File: config.mk
export PLATFORM = sky130hd
export DESIGN_NAME = real_cosine_idft
export DESIGN_NICKNAME = d
export VERILOG_FILES = /design/src/rcid_pkg.sv /design/src/rcid_ctrl.sv /design/src/rcid_datapath.sv /design/src/real_cosine_idft.sv
export VERILOG_INCLUDE_DIRS = /design/src /design/src/src
export SDC_FILE = /design/constraint.sdc
export NUM_CORES = 2
export LEC_CHECK = 0
export BUFFER_PORTS_ARGS = -buffer_cell sky130_fd_sc_hd__buf_2
export CORE_UTILIZATION = 58
export CTS_CLUSTER_SIZE = 25
export DETAILED_ROUTE_END_ITERATION = 10
export MAX_ROUTING_LAYER = met4
export PLACE_DENSITY = 0.77
export REMOVE_ABC_BUFFERS = 1
export SETUP_SLACK_MARGIN = 0.02
export SYNTH_ARGS = -nofsm -noshare
export SYNTH_HDL_FRONTEND = slang
export SYNTH_SLANG_ARGS = --single-unit
export TNS_END_PERCENT = 5
File: constraint.sdc
create_clock -name clk -period 6 [get_ports clk]
set_input_delay 0.6 -clock clk [delete_from_list [all_inputs] [get_ports clk]]
set_output_delay 0.6 -clock clk [all_outputs]
set_load 0.02 [all_outputs]
File: src/real_cosine_idft_macros.svh
// Assertion macros used by the real cosine inverse DFT controller.
// Depends on nothing; expects clk and rst_n in the scope of each use.
`ifndef REAL_COSINE_IDFT_MACROS_SVH
`define REAL_COSINE_IDFT_MACROS_SVH
`ifndef SYNTHESIS
// Same-cycle implication, disabled during reset.
`define RCID_ASSERT_IMP(lbl, ante, cons, msg) \
    lbl: assert property (@(posedge clk) disable iff (!rst_n) (ante) |-> (cons)) \
        else $error(msg);
// Next-cycle implication, disabled during reset.
`define RCID_ASSERT_NXT(lbl, ante, cons, msg) \
    lbl: assert property (@(posedge clk) disable iff (!rst_n) (ante) |=> (cons)) \
        else $error(msg);
`else
`define RCID_ASSERT_IMP(lbl, ante, cons, msg)
`define RCID_ASSERT_NXT(lbl, ante, cons, msg)
`endif
`endif

File: src/rcid_pkg.sv
// Shared types and constants of the real cosine inverse DFT block.
// No dependencies; used by the controller, the datapath and the top level.
`default_nettype none

package rcid_pkg;

    // Field widths of the item ports.
    localparam int IDX_W = 6;
    localparam int SMP_W = 16;

    // Default transform length.
    localparam int POINTS_DEF = 64;

    // Quotient bits of the rounded result before sign and saturation.
    localparam int QUOT_W = 16;

    // Cycles of the reciprocal multiplication that divides by the length.
    localparam int DIV_CYCLES = 1;

    // Cycles between the last memory read and a settled accumulator.
    localparam int DRAIN_CYCLES = 2;

    // Constants of the cosine table generator.
    localparam logic [63:0] HALF_PI_Q30 = 64'd1686629713;
    localparam logic [63:0] ONE_Q30 = 64'd1073741824;
    localparam int TAYLOR_TERMS = 10;

    // Function codes of an input item.
    localparam logic FUNC_LOAD = 1'b0;
    localparam logic FUNC_READ = 1'b1;

    // Controller states.
    typedef enum logic [2:0] {
        ST_IDLE,
        ST_ACCUM,
        ST_DRAIN,
        ST_PREP,
        ST_DIVIDE,
        ST_DONE
    } state_t;

    // Commands from the controller to the datapath.
    typedef struct packed {
        logic store;
        logic start;
        logic issue;
        logic div_init;
        logic div_step;
        logic load_out;
    } cmd_t;

endpackage

`default_nettype wire

File: src/rcid_ctrl.sv
// Controller of the real cosine inverse DFT: sequences accumulation,
// rounding division and result delivery. Depends on rcid_pkg and the macros.
`default_nettype none
`include "real_cosine_idft_macros.svh"

module rcid_ctrl #(
    parameter int POINTS = rcid_pkg::POINTS_DEF
) (
    input  wire logic         clk,
    input  wire logic         rst_n,
    input  wire logic         in_valid,
    input  wire logic         func,
    input  wire logic         out_ready,
    output logic              in_ready,
    output logic              out_valid,
    output rcid_pkg::cmd_t    cmd
);

    localparam int CNT_A = $clog2(POINTS + 1);
    localparam int CNT_B = $clog2(rcid_pkg::DIV_CYCLES + 1);
    localparam int CW = (CNT_A > CNT_B) ? CNT_A : CNT_B;

    rcid_pkg::state_t state_reg, state_next;
    logic [CW-1:0] cnt_reg, cnt_next;
    logic out_valid_reg, out_valid_next;
    logic in_xfer;
    logic slot_free;

    assign in_xfer = in_valid && in_ready;
    assign slot_free = !out_valid_reg || out_ready;

    // State, counter and output valid registers.
    always_ff @(posedge clk or negedge rst_n)
    begin
        if (!rst_n)
        begin
            state_reg <= rcid_pkg::ST_IDLE;
            cnt_reg <= '0;
            out_valid_reg <= 1'b0;
        end
        else
        begin
            state_reg <= state_next;
            cnt_reg <= cnt_next;
            out_valid_reg <= out_valid_next;
        end
    end

    // Next state and counter.
    always_comb
    begin
        state_next = state_reg;
        cnt_next = cnt_reg;
        case (state_reg)
            rcid_pkg::ST_IDLE:
            begin
                if (in_xfer && func == rcid_pkg::FUNC_READ)
                begin
                    state_next = rcid_pkg::ST_ACCUM;
                    cnt_next = '0;
                end
            end
            rcid_pkg::ST_ACCUM:
            begin
                if (cnt_reg == CW'(POINTS - 1))
                begin
                    state_next = rcid_pkg::ST_DRAIN;
                    cnt_next = '0;
                end
                else
                begin
                    cnt_next = cnt_reg + 1'b1;
                end
            end
            rcid_pkg::ST_DRAIN:
            begin
                if (cnt_reg == CW'(rcid_pkg::DRAIN_CYCLES - 1))
                begin
                    state_next = rcid_pkg::ST_PREP;
                    cnt_next = '0;
                end
                else
                begin
                    cnt_next = cnt_reg + 1'b1;
                end
            end
            rcid_pkg::ST_PREP:
            begin
                state_next = rcid_pkg::ST_DIVIDE;
                cnt_next = '0;
            end
            rcid_pkg::ST_DIVIDE:
            begin
                if (cnt_reg == CW'(rcid_pkg::DIV_CYCLES - 1))
                begin
                    state_next = rcid_pkg::ST_DONE;
                    cnt_next = '0;
                end
                else
                begin
                    cnt_next = cnt_reg + 1'b1;
                end
            end
            rcid_pkg::ST_DONE:
            begin
                if (slot_free)
                begin
                    state_next = rcid_pkg::ST_IDLE;
                end
            end
            default:
            begin
                state_next = rcid_pkg::ST_IDLE;
                cnt_next = '0;
            end
        endcase
    end

    // Commands, handshake outputs and the output valid flag.
    always_comb
    begin
        cmd = '0;
        in_ready = (state_reg == rcid_pkg::ST_IDLE);
        cmd.store = in_xfer && (func == rcid_pkg::FUNC_LOAD);
        cmd.start = in_xfer && (func == rcid_pkg::FUNC_READ);
        cmd.issue = (state_reg == rcid_pkg::ST_ACCUM);
        cmd.div_init = (state_reg == rcid_pkg::ST_PREP);
        cmd.div_step = (state_reg == rcid_pkg::ST_DIVIDE);
        cmd.load_out = (state_reg == rcid_pkg::ST_DONE) && slot_free;
        out_valid_next = out_valid_reg;
        if (cmd.load_out)
        begin
            out_valid_next = 1'b1;
        end
        else if (out_valid_reg && out_ready)
        begin
            out_valid_next = 1'b0;
        end
    end

    assign out_valid = out_valid_reg;

    // A result is only written into a free or departing output slot.
    `RCID_ASSERT_IMP(a_load_slot_free, cmd.load_out, !out_valid_reg || out_ready,
        "result loaded over a waiting result")
    // A read transfer starts accumulation in the next cycle.
    `RCID_ASSERT_NXT(a_start_accum, cmd.start, state_reg == rcid_pkg::ST_ACCUM,
        "read transfer did not start accumulation")
    // Accumulation issues exactly one pass over the samples.
    `RCID_ASSERT_NXT(a_accum_len,
        state_reg == rcid_pkg::ST_ACCUM && cnt_reg == CW'(POINTS - 1),
        state_reg == rcid_pkg::ST_DRAIN, "accumulation pass has the wrong length")
    // A new result only follows the final state of a read.
    `RCID_ASSERT_IMP(a_valid_source, $rose(out_valid_reg),
        $past(state_reg == rcid_pkg::ST_DONE), "result raised outside the done state")

endmodule

`default_nettype wire

File: src/rcid_datapath.sv
// Datapath of the real cosine inverse DFT: sample memory, cosine table,
// multiply-accumulate pipeline and rounding stage. Depends on rcid_pkg.
`default_nettype none

module rcid_datapath #(
    parameter int POINTS = rcid_pkg::POINTS_DEF
) (
    input  wire logic                              clk,
    input  wire logic                              rst_n,
    input  wire rcid_pkg::cmd_t                    cmd,
    input  wire logic signed [rcid_pkg::SMP_W-1:0] sample,
    input  wire logic        [rcid_pkg::IDX_W-1:0] index,
    output logic signed      [rcid_pkg::SMP_W-1:0] value,
    output logic             [rcid_pkg::IDX_W-1:0] out_index
);

    localparam int AW = (POINTS > 1) ? $clog2(POINTS) : 1;
    localparam int PW = $clog2(POINTS + 1);
    localparam int ACCW = 32 + AW;
    localparam int RW = PW + 16;
    localparam int QW = rcid_pkg::QUOT_W;
    localparam int SH = RW + AW;
    localparam int IDX_N = 1 << rcid_pkg::IDX_W;
    localparam logic [ACCW:0] HALF_DEN = (ACCW + 1)'(POINTS) << 14;

    typedef logic signed [15:0] cos_rom_t [POINTS];
    typedef logic [AW-1:0] kmod_rom_t [IDX_N];

    // Q1.15 cosine of a table position, from a range-reduced Taylor series.
    function automatic logic signed [15:0] cos_entry(input int m);
        logic [63:0] q4;
        logic [63:0] quad;
        logic [63:0] rem;
        logic [63:0] x;
        logic [63:0] x2;
        logic [63:0] acc;
        logic [63:0] t;
        logic [63:0] mag;
        logic signed [63:0] v;
        q4 = 64'(4 * m);
        quad = q4 / POINTS;
        rem = q4 % POINTS;
        x = (rcid_pkg::HALF_PI_Q30 * rem) / POINTS;
        x2 = (x * x) >> 30;
        acc = rcid_pkg::ONE_Q30;
        for (int k = rcid_pkg::TAYLOR_TERMS; k >= 1; k--)
        begin
            if (quad[0] == 1'b0)
            begin
                t = ((x2 * acc) >> 30) / 64'((2 * k - 1) * (2 * k));
            end
            else
            begin
                t = ((x2 * acc) >> 30) / 64'((2 * k) * (2 * k + 1));
            end
            acc = (t > rcid_pkg::ONE_Q30) ? 64'd0 : rcid_pkg::ONE_Q30 - t;
        end
        mag = (quad[0] == 1'b0) ? acc : ((x * acc) >> 30);
        mag = (mag + 64'd16384) >> 15;
        v = signed'(mag);
        if (quad == 64'd1 || quad == 64'd2)
        begin
            v = -v;
        end
        if (v > 64'sd32767)
        begin
            v = 64'sd32767;
        end
        if (v < -64'sd32768)
        begin
            v = -64'sd32768;
        end
        return v[15:0];
    endfunction

    function automatic cos_rom_t build_cos_rom();
        cos_rom_t rom;
        for (int m = 0; m < POINTS; m++)
        begin
            rom[m] = cos_entry(m);
        end
        return rom;
    endfunction

    // Bin number reduced modulo the transform length.
    function automatic kmod_rom_t build_kmod_rom();
        kmod_rom_t rom;
        for (int i = 0; i < IDX_N; i++)
        begin
            rom[i] = AW'(i % POINTS);
        end
        return rom;
    endfunction

    // Rounded-up reciprocal of the length; exact for every RW-bit dividend.
    function automatic logic [RW:0] build_recip();
        logic [63:0] num;
        num = 64'd1 << SH;
        return (RW + 1)'((num + 64'(POINTS) - 64'd1) / 64'(POINTS));
    endfunction

    localparam cos_rom_t COS_ROM = build_cos_rom();
    localparam kmod_rom_t KMOD_ROM = build_kmod_rom();
    localparam logic [RW:0] RECIP = build_recip();

    logic signed [15:0] sample_mem [POINTS];
    logic signed [15:0] smp_rd_reg;
    logic signed [15:0] cos_rd_reg;
    logic signed [31:0] prod_reg;
    logic v1_reg, v2_reg;
    logic [AW-1:0] k_reg;
    logic [AW-1:0] j_reg;
    logic [AW-1:0] m_reg, m_next;
    logic [AW:0] m_sum;
    logic signed [ACCW-1:0] acc_reg, acc_next;
    logic [ACCW-1:0] acc_mag;
    logic [ACCW:0] round_sum;
    logic [RW-1:0] rem_reg, rem_next;
    logic [2*RW:0] quot_prod;
    logic [QW-1:0] quot_reg, quot_next;
    logic neg_reg;
    logic [rcid_pkg::IDX_W-1:0] idx_reg;
    logic signed [15:0] value_reg, value_next;
    logic [rcid_pkg::IDX_W-1:0] out_index_reg;
    logic load_in_range;

    assign load_in_range = 32'(index) < 32'(POINTS);

    // Sample memory: one write port for loads, one registered read port.
    always_ff @(posedge clk)
    begin
        if (cmd.store && load_in_range)
        begin
            sample_mem[AW'(index)] <= sample;
        end
        if (cmd.issue)
        begin
            smp_rd_reg <= sample_mem[j_reg];
            cos_rd_reg <= COS_ROM[m_reg];
        end
    end

    // Table position steps by the bin number, modulo the length.
    always_comb
    begin
        m_sum = {1'b0, m_reg} + {1'b0, k_reg};
        if (m_sum >= (AW + 1)'(POINTS))
        begin
            m_next = AW'(m_sum - (AW + 1)'(POINTS));
        end
        else
        begin
            m_next = m_sum[AW-1:0];
        end
    end

    // Read address, bin and position registers.
    always_ff @(posedge clk)
    begin
        if (cmd.start)
        begin
            k_reg <= KMOD_ROM[index];
            idx_reg <= index;
            j_reg <= '0;
            m_reg <= '0;
        end
        else if (cmd.issue)
        begin
            j_reg <= j_reg + 1'b1;
            m_reg <= m_next;
        end
    end

    // Valid flags of the multiply-accumulate pipeline.
    always_ff @(posedge clk or negedge rst_n)
    begin
        if (!rst_n)
        begin
            v1_reg <= 1'b0;
            v2_reg <= 1'b0;
        end
        else
        begin
            v1_reg <= cmd.issue;
            v2_reg <= v1_reg;
        end
    end

    // Product stage and exact accumulation of the Q2.30 products.
    always_comb
    begin
        acc_next = acc_reg;
        if (cmd.start)
        begin
            acc_next = '0;
        end
        else if (v2_reg)
        begin
            acc_next = acc_reg + {{(ACCW - 32){prod_reg[31]}}, prod_reg};
        end
    end

    always_ff @(posedge clk)
    begin
        prod_reg <= smp_rd_reg * cos_rd_reg;
        acc_reg <= acc_next;
    end

    // Magnitude plus half a divisor, scaled so the divisor is the length.
    assign acc_mag = acc_reg[ACCW-1] ? (~acc_reg + 1'b1) : acc_reg;
    assign round_sum = {1'b0, acc_mag} + HALF_DEN;

    // Division by the length as a multiplication by its reciprocal.
    assign quot_prod = {{(RW + 1){1'b0}}, rem_reg} * {{RW{1'b0}}, RECIP};

    always_comb
    begin
        rem_next = rem_reg;
        quot_next = quot_reg;
        if (cmd.div_init)
        begin
            rem_next = round_sum[RW+14:15];
        end
        else if (cmd.div_step)
        begin
            quot_next = quot_prod[SH+QW-1:SH];
        end
    end

    always_ff @(posedge clk)
    begin
        rem_reg <= rem_next;
        quot_reg <= quot_next;
        if (cmd.div_init)
        begin
            neg_reg <= acc_reg[ACCW-1];
        end
    end

    // Sign and saturation of the rounded quotient.
    always_comb
    begin
        if (neg_reg)
        begin
            value_next = 16'(~quot_reg + 1'b1);
        end
        else if (quot_reg[QW-1])
        begin
            value_next = 16'sh7FFF;
        end
        else
        begin
            value_next = 16'(quot_reg);
        end
    end

    // Output register, loaded only when the result slot is free.
    always_ff @(posedge clk)
    begin
        if (cmd.load_out)
        begin
            value_reg <= value_next;
            out_index_reg <= idx_reg;
        end
    end

    assign value = value_reg;
    assign out_index = out_index_reg;

endmodule

`default_nettype wire

File: src/real_cosine_idft.sv
// A read runs one pass of the shared multiply-accumulate over the sample memory
// and a rounding divide; no new item is taken until its result enters the output
// slot. Loads transfer one per cycle while idle. Reset clears control state only;
// the sample store is not cleared and holds unknown data until loaded.
// Top level: joins the controller and the datapath. Depends on rcid_pkg.
`default_nettype none

module real_cosine_idft #(
    parameter int POINTS = rcid_pkg::POINTS_DEF
) (
    input  wire logic                              clk,
    input  wire logic                              rst_n,
    input  wire logic                              in_valid,
    output logic                                   in_ready,
    input  wire logic                              func,
    input  wire logic signed [rcid_pkg::SMP_W-1:0] sample,
    input  wire logic        [rcid_pkg::IDX_W-1:0] index,
    output logic                                   out_valid,
    input  wire logic                              out_ready,
    output logic signed      [rcid_pkg::SMP_W-1:0] value,
    output logic             [rcid_pkg::IDX_W-1:0] out_index
);

    rcid_pkg::cmd_t cmd;

    // Sequencer for loads, accumulation, division and delivery.
    rcid_ctrl #(
        .POINTS(POINTS)
    ) u_ctrl (
        .clk(clk),
        .rst_n(rst_n),
        .in_valid(in_valid),
        .func(func),
        .out_ready(out_ready),
        .in_ready(in_ready),
        .out_valid(out_valid),
        .cmd(cmd)
    );

    // Storage and arithmetic.
    rcid_datapath #(
        .POINTS(POINTS)
    ) u_datapath (
        .clk(clk),
        .rst_n(rst_n),
        .cmd(cmd),
        .sample(sample),
        .index(index),
        .value(value),
        .out_index(out_index)
    );

endmodule

`default_nettype wire

Yosys cells after proc, flatten, opt, wreduce, memory -nomap -nowiden. Memory sizes are Yosys's and may differ from the RTL's. A register that Yosys moved wholly into a read port is not among the register bits. Index checks and enable logic that the tools add are counted.

Register bits: 162. Memories: 3. Bits in read-only memories: 1408. Bits of input ports: 27. Logic and storage cells: 79. Output and inout port bits: 24. RAM bits: 1024.

Equal/unequal tests: 12. Muxes and demuxes: 19. $add $sub $neg: 8. Reductions and logical operators: 13. Multipliers: 1. Bitwise logic cells: 7. Order comparisons: 1.

Memories: (no name shown) (depth 64, width 16, read ports 1, clocked after memory_dff 1, wr ports 0, line rcid_datapath.sv:139) `cos_rd_reg <= COS_ROM[m_reg];`; u_datapath.sample_mem (depth 64, width 16, read ports 1, clocked after memory_dff 1, wr ports 1, line rcid_datapath.sv:106) `logic signed [15:0] sample_mem [POINTS];`; (no name shown) (depth 64, width 6, read ports 1, clocked after memory_dff 1, wr ports 0, line rcid_datapath.sv:162) `k_reg <= KMOD_ROM[index];`.

Operator list (count): 38-bit adder (1); 37-bit by 1-bit adder with 37-bit output, second input constant (1); 37-bit by 21-bit adder with 37-bit output, second input constant (1); 37-bit two-way mux (1); 37-bit inverter (1); 7-bit one-hot mux with 5 select lines (1); 16-bit by 16-bit multiplier with 32-bit output (1); 7-bit two-way mux (4); 3-bit one-hot mux with 6 select lines (1); 16-bit by 1-bit adder with 16-bit output, second input constant (1); 16-bit two-way mux (1); 16-bit inverter (1); 15-bit two-way mux (1); 3-bit two-way mux (5); 6-bit inverter with 7-bit output (2); 6-bit by 6-bit adder with 7-bit output (1); 7-bit by 1-bit adder with 7-bit output, second input constant (1); 7-bit by 1-bit equality test with 1-bit output, second input constant (1); 7-bit by 6-bit equality test with 1-bit output, second input constant (1); 7-bit >= comparator, second input constant (1); 7-bit logical NOT (1); 6-bit by 1-bit adder with 6-bit output, second input constant (1); 3-bit by 2-bit equality test with 1-bit output, second input constant (2); 3-bit equality test, second input constant (2); 14 further kinds (27).

Depth between registers and ports, before layout.
Depth in word-level cells: 5. Gate-level depth with buffers: 23.

By module. A second synthesis with hierarchy kept.

Cell total of the unflattened synthesis: 3779. Area, all modules: 59615.9 um2.

By module, submodules not included: rcid_datapath (cells each 3692, area each 58841.4 um2, instances 1); rcid_ctrl (cells each 87, area each 774.5 um2, instances 1).

Worst setup path before layout. OpenSTA, ideal clock, no wires.

Path kind: register -> register. Start: register u_datapath.smp_rd_reg[15], read port of u_datapath.sample_mem. End: register u_datapath.prod_reg[30]. Slack: -0.179 ns. Cell stages (with the launch flop): 22. Clock period less this slack: 6.179 ns. Arrival: 6.107 ns. Data required time: 5.928 ns. Setup time: 0.072 ns. Cell sequence: edfxtp_1 -> clkbuf_1 -> nand2_1 -> inv_1 -> fa_1 -> fa_1 -> fa_1 -> fa_1 -> fa_1 -> inv_1 -> fa_1 -> inv_1 -> ha_1 -> a21o_1 -> a21o_1 -> a21o_1 -> a221oi_1 -> a31oi_1 -> o31a_1 -> a21o_1 -> a21oi_1 -> xnor2_1.

Word-level cells in the longest chain between the ends: 1.

Ends and longest elaborated chain: start: declaration (line rcid_datapath.sv:107) `logic signed [15:0] smp_rd_reg;`; 16-bit by 16-bit multiplier with 32-bit output (line rcid_datapath.sv:205) `prod_reg <= smp_rd_reg * cos_rd_reg;`; end signal: assignment (line rcid_datapath.sv:205); end: declaration (line rcid_datapath.sv:109) `logic signed [31:0] prod_reg;`.

No other way between the ends. A chain may end at the register's enable or synchronous reset.

Worst setup path after layout.
Start: register u_datapath.cos_rd_reg[5]. End: register u_datapath.prod_reg[30].

Word-level cells in the longest chain between the ends: 1.

Ends and longest elaborated chain: start: declaration (line rcid_datapath.sv:108) `logic signed [15:0] cos_rd_reg;`; 16-bit by 16-bit multiplier with 32-bit output (line rcid_datapath.sv:205).

No other way between the ends.

==> impl_metrics.prom <==
# TYPE chip_impl_metric gauge
chip_impl_metric{name="routed_wirelength",unit="µm"} 135100
chip_impl_metric{name="worstSkewPairLatency",unit="ps"} 730
chip_impl_info{name="cts.root.buffer_cell",value="sky130_fd_sc_hd__clkbuf_16"} 1
chip_impl_metric{name="port_buffers",unit=""} 50
chip_impl_metric{name="worstPathArrival",unit="ps"} 6660
chip_impl_metric{name="largest_reg_flops",unit=""} 1024
chip_impl_metric{name="hold_violations",unit=""} 0
chip_impl_metric{name="drc_errors",unit=""} 0
chip_impl_metric{name="yosys.area_share.simple",unit=""} 0.06330
chip_impl_metric{name="synth_mux_area_frac",unit=""} 0.1322
chip_impl_metric{name="place.gp.congestion",unit=""} 0.9341
chip_impl_metric{name="finish.net_count",unit=""} 4425
chip_impl_info{name="status",value="complete, but fails checks"} 1
chip_impl_info{name="grt_setup_unrepaired",value="yes"} 1
chip_impl_metric{name="vias",unit=""} 33310
chip_impl_metric{name="fp.dieArea",unit="µm²"} 104000
chip_impl_metric{name="worstPathMaxFanout",unit=""} 5
chip_impl_metric{name="cp.required",unit="ps"} 6650
chip_impl_metric{name="finalSetupViolations",unit=""} 1
chip_impl_metric{name="post-place-ws",unit="ps"} -118.3
chip_impl_metric{name="ys.warnings.count",unit=""} 0
chip_impl_metric{name="drtIter0Drc",unit=""} 3352
chip_impl_metric{name="ys_seq_area_frac",unit=""} 0.5960
chip_impl_metric{name="ys_ff_latch",unit=""} 1212
chip_impl_metric{name="drive_gt1_frac",unit=""} 0.2170
chip_impl_metric{name="detailedPlacementHpwl",unit="µm"} 86010
chip_impl_metric{name="antenna_found_initial",unit=""} 1
chip_impl_metric{name="synthesis.instances",unit=""} 3781
chip_impl_metric{name="worst_clock_skew",unit="ps"} 61.56
chip_impl_info{name="yosys_most_used_dff",value="sky130_fd_sc_hd__edfxtp_1"} 1
chip_impl_metric{name="synth_compound_area_frac",unit=""} 0.04412
chip_impl_metric{name="ctsHtreeMaxLevel",unit=""} 3
chip_impl_metric{name="wire_length_of_the_first_global_routing_pass",unit="µm"} 205400
chip_impl_info{name="final_common_cell",value="sky130_fd_sc_hd__edfxtp_1"} 1
chip_impl_metric{name="drt_pre_antenna_iters",unit=""} 5
chip_impl_metric{name="final_cell_area",unit="µm²"} 66980
chip_impl_metric{name="synth_cell_types",unit=""} 83
chip_impl_metric{name="layout-area-overhead-vs-synth",unit="%"} 12.42
chip_impl_metric{name="fp.coreArea",unit="µm²"} 101700
chip_impl_info{name="cts_tree",value="done"} 1
chip_impl_metric{name="initial_utilization",unit=""} 0.5856
chip_impl_metric{name="cts_made_buffers",unit=""} 117
chip_impl_metric{name="grt_usage",unit=""} 0.2738
chip_impl_metric{name="wire_per_inst",unit="µm"} 24.71
chip_impl_metric{name="slew-limit-headroom",unit=""} 0.1358
chip_impl_metric{name="fin_crit_sh",unit=""} 1.002
chip_impl_metric{name="die-width",unit="µm"} 322.5
chip_impl_info{name="critical_path.endpoint_type",value="register"} 1
chip_impl_metric{name="synth_edf_count",unit=""} 1117
chip_impl_info{name="synth_top_family_by_area",value="multiplexers"} 1
chip_impl_metric{name="fp.dieH",unit="µm"} 322.5
chip_impl_metric{name="total_global_routing_overflow",unit=""} 0
chip_impl_metric{name="synth_area_per_cell",unit="µm²"} 15.76
chip_impl_metric{name="layout_min_cycle_time",unit="ps"} 6012
chip_impl_metric{name="placement_rows",unit=""} 117
chip_impl_metric{name="synth-adder-area-share",unit=""} 0.1183
chip_impl_metric{name="final.setup.worst_slack",unit="ps"} -11.59
chip_impl_metric{name="grt_max_degree",unit=""} 78
chip_impl_metric{name="placedInstanceArea",unit="µm²"} 62390
chip_impl_metric{name="async_flop_share",unit=""} 0.01073
chip_impl_metric{name="timing.fmax",unit="MHz"} 166.3
chip_impl_info{name="setup_crit_start_kind",value="register"} 1
chip_impl_metric{name="post_synth_instance_area",unit="µm²"} 59580
chip_impl_info{name="hold_path.class",value="input pin to register"} 1
chip_impl_metric{name="max-clock-path-buffers",unit=""} 3
chip_impl_metric{name="finalMaxSlewViolations",unit=""} 0
chip_impl_metric{name="first_global_vias",unit=""} 33710
chip_impl_metric{name="synthXorXnorAreaFrac",unit=""} 0.01397
chip_impl_metric{name="ant_nets",unit=""} 0
chip_impl_metric{name="clock_sink_count",unit=""} 1212
chip_impl_info{name="failed_checks",value="setup timing"} 1
chip_impl_metric{name="via_per_inst",unit=""} 6.093
chip_impl_info{name="worstSetupPathType",value="register to register"} 1
chip_impl_metric{name="clkSlewWorstSetupHoldPaths",unit="ps"} 60
chip_impl_info{name="layout.cells.most_common_list",value="1,117 x sky130_fd_sc_hd__edfxtp_1, 338 x sky130_fd_sc_hd__mux4_2, 314 x sky130_fd_sc_hd__inv_1"} 1
chip_impl_metric{name="hold-worst-slack",unit="ps"} 156.3
chip_impl_metric{name="floorplan.io_pins",unit=""} 51
chip_impl_metric{name="tightestPinTransition",unit="ps"} 1296
chip_impl_metric{name="drv.max_cap_violation_count",unit=""} 0
[metal layers]
| metal | vias up | track usage | share of wire |
|---|---|---|---|
| met5 | - | - | 0 |
| met4 | 0 | 0.08296 | 0.032 |
| met3 | 223 | 0.04426 | 0.068 |
| met2 | 1376 | 0.4552 | 0.51 |
| met1 | 17200 | 0.3486 | 0.39 |
| li1 | 14510 | - | - |
[metrics by stage]
step           utilization  setup TNS (ps)  instances
2_1_floorplan            -         -133950       3602
3_3_place_gp        0.6132          -78.94       5213
3_5_place_dp        0.6132          -210.7       5213
4_1_cts             0.6554               0       5448
5_1_grt             0.6583          -963.1       5465
6_report            0.6583          -11.59       5467
[cells by family after synthesis]
| logic type | Yosys count |
|---|---|
| AOI/OAI and AO/OA | 417 |
| xor gates and xnor gates | 95 |
| adders and majority gates | 405 |
| buffers and inverters | 503 |
| DFF | 1212 |
| muxes | 364 |
| and+or+nand+nor | 785 |
[synthesized netlist by cell type, types with 12 or more instances]
| cell type | count | area (µm²) |
|---|---|---|
| sky130_fd_sc_hd__ha_1 | 141 | 1764 |
| sky130_fd_sc_hd__or3_1 | 17 | 106.4 |
| sky130_fd_sc_hd__a31oi_1 | 25 | 156.4 |
| sky130_fd_sc_hd__nor2b_1 | 14 | 87.58 |
| sky130_fd_sc_hd__a21o_1 | 33 | 247.7 |
| sky130_fd_sc_hd__o211ai_1 | 17 | 127.6 |
| sky130_fd_sc_hd__dfrtp_1 | 13 | 325.3 |
| sky130_fd_sc_hd__clkbuf_1 | 133 | 499.2 |
| sky130_fd_sc_hd__mux2i_1 | 22 | 220.2 |
| sky130_fd_sc_hd__mux4_2 | 338 | 7612 |
| sky130_fd_sc_hd__nor2_1 | 209 | 784.5 |
| sky130_fd_sc_hd__fa_1 | 264 | 5285 |
| sky130_fd_sc_hd__nor3_1 | 31 | 155.2 |
| sky130_fd_sc_hd__a211oi_1 | 23 | 172.7 |
| sky130_fd_sc_hd__xnor2_1 | 64 | 560.5 |
| sky130_fd_sc_hd__nand2_1 | 255 | 957.2 |
| sky130_fd_sc_hd__dfxtp_1 | 82 | 1642 |
| sky130_fd_sc_hd__o21ai_0 | 111 | 555.5 |
| sky130_fd_sc_hd__and2_1 | 133 | 832.1 |
| sky130_fd_sc_hd__nand2b_1 | 23 | 143.9 |
| sky130_fd_sc_hd__a21oi_1 | 124 | 620.6 |
| sky130_fd_sc_hd__nand3_1 | 38 | 190.2 |
| sky130_fd_sc_hd__edfxtp_1 | 1117 | 33540 |
| sky130_fd_sc_hd__xor2_1 | 31 | 271.5 |
| sky130_fd_sc_hd__buf_2 | 12 | 60.06 |
| sky130_fd_sc_hd__buf_1 | 33 | 123.9 |
| sky130_fd_sc_hd__inv_1 | 322 | 1209 |
[worst max-delay path: stages, from the launching register on]
cell and delay [ps]:
sky130_fd_sc_hd__edfxtp_1 490, sky130_fd_sc_hd__buf_4 180, sky130_fd_sc_hd__and2_1 150, sky130_fd_sc_hd__fa_1 500, sky130_fd_sc_hd__inv_1 60, sky130_fd_sc_hd__fa_1 470, sky130_fd_sc_hd__fa_1 510, sky130_fd_sc_hd__inv_1 50
sky130_fd_sc_hd__fa_1 460, sky130_fd_sc_hd__fa_1 490, sky130_fd_sc_hd__inv_1 50, sky130_fd_sc_hd__fa_1 480, sky130_fd_sc_hd__inv_1 40, sky130_fd_sc_hd__ha_1 280, sky130_fd_sc_hd__a21o_1 180, sky130_fd_sc_hd__a21o_1 170
sky130_fd_sc_hd__a21o_1 180, sky130_fd_sc_hd__a221oi_2 310, sky130_fd_sc_hd__a31oi_2 160, sky130_fd_sc_hd__o31a_1 340, sky130_fd_sc_hd__a21o_1 170, sky130_fd_sc_hd__a21oi_2 130, sky130_fd_sc_hd__xnor2_1 120
[repair_timing]
| action | in CTS | in global routing |
|---|---|---|
| buffers inserted | 11 | 18 |
| endpoints found under the setup margin | 3 | 8 |
| endpoints found under the hold margin | 13 | 0 |
| gates resized for setup | 15 | 49 |
| pin swaps | 14 | 56 |
| hold buffers | 1 | 0 |
[path summary, 6_finish.rpt]
kind / start / endpoint / slack (ps) / cells after the start
min in group asynchronous: rst_n / u_ctrl.cnt_reg[4]$_DFFE_PN0P_ / 310 / 2
hold reg to reg: u_datapath.v1_reg$_DFF_PN0_ / u_datapath.v2_reg$_DFF_PN0_ / 350 / 0
max in group asynchronous: rst_n / u_datapath.v2_reg$_DFF_PN0_ / 5380 / 2
hold / removal: index[0] / u_datapath.k_reg[0]$_DFFE_PP_ / 160 / 1
setup reg to reg: u_datapath.cos_rd_reg[5]$_DFFE_PP_ / u_datapath.prod_reg[30]$_DFF_P_ / -10 / 22
setup / recovery: u_datapath.cos_rd_reg[5]$_DFFE_PP_ / u_datapath.prod_reg[30]$_DFF_P_ / -10 / 22
[cell type report]
cell class	instances	area, µm²
diodes	2	5.005
inverters	324	1216
well taps	1368	1712
fillers	6810	34760
repair buffers	272	2024
clock buffers	141	3080
flip-flops and latches	1212	35530
clock inverters	82	1036
multi-input cells	2066	22380
Power is not shown: default switching activity piles up to over one toggle a cycle in this logic, so the estimate is an artifact.
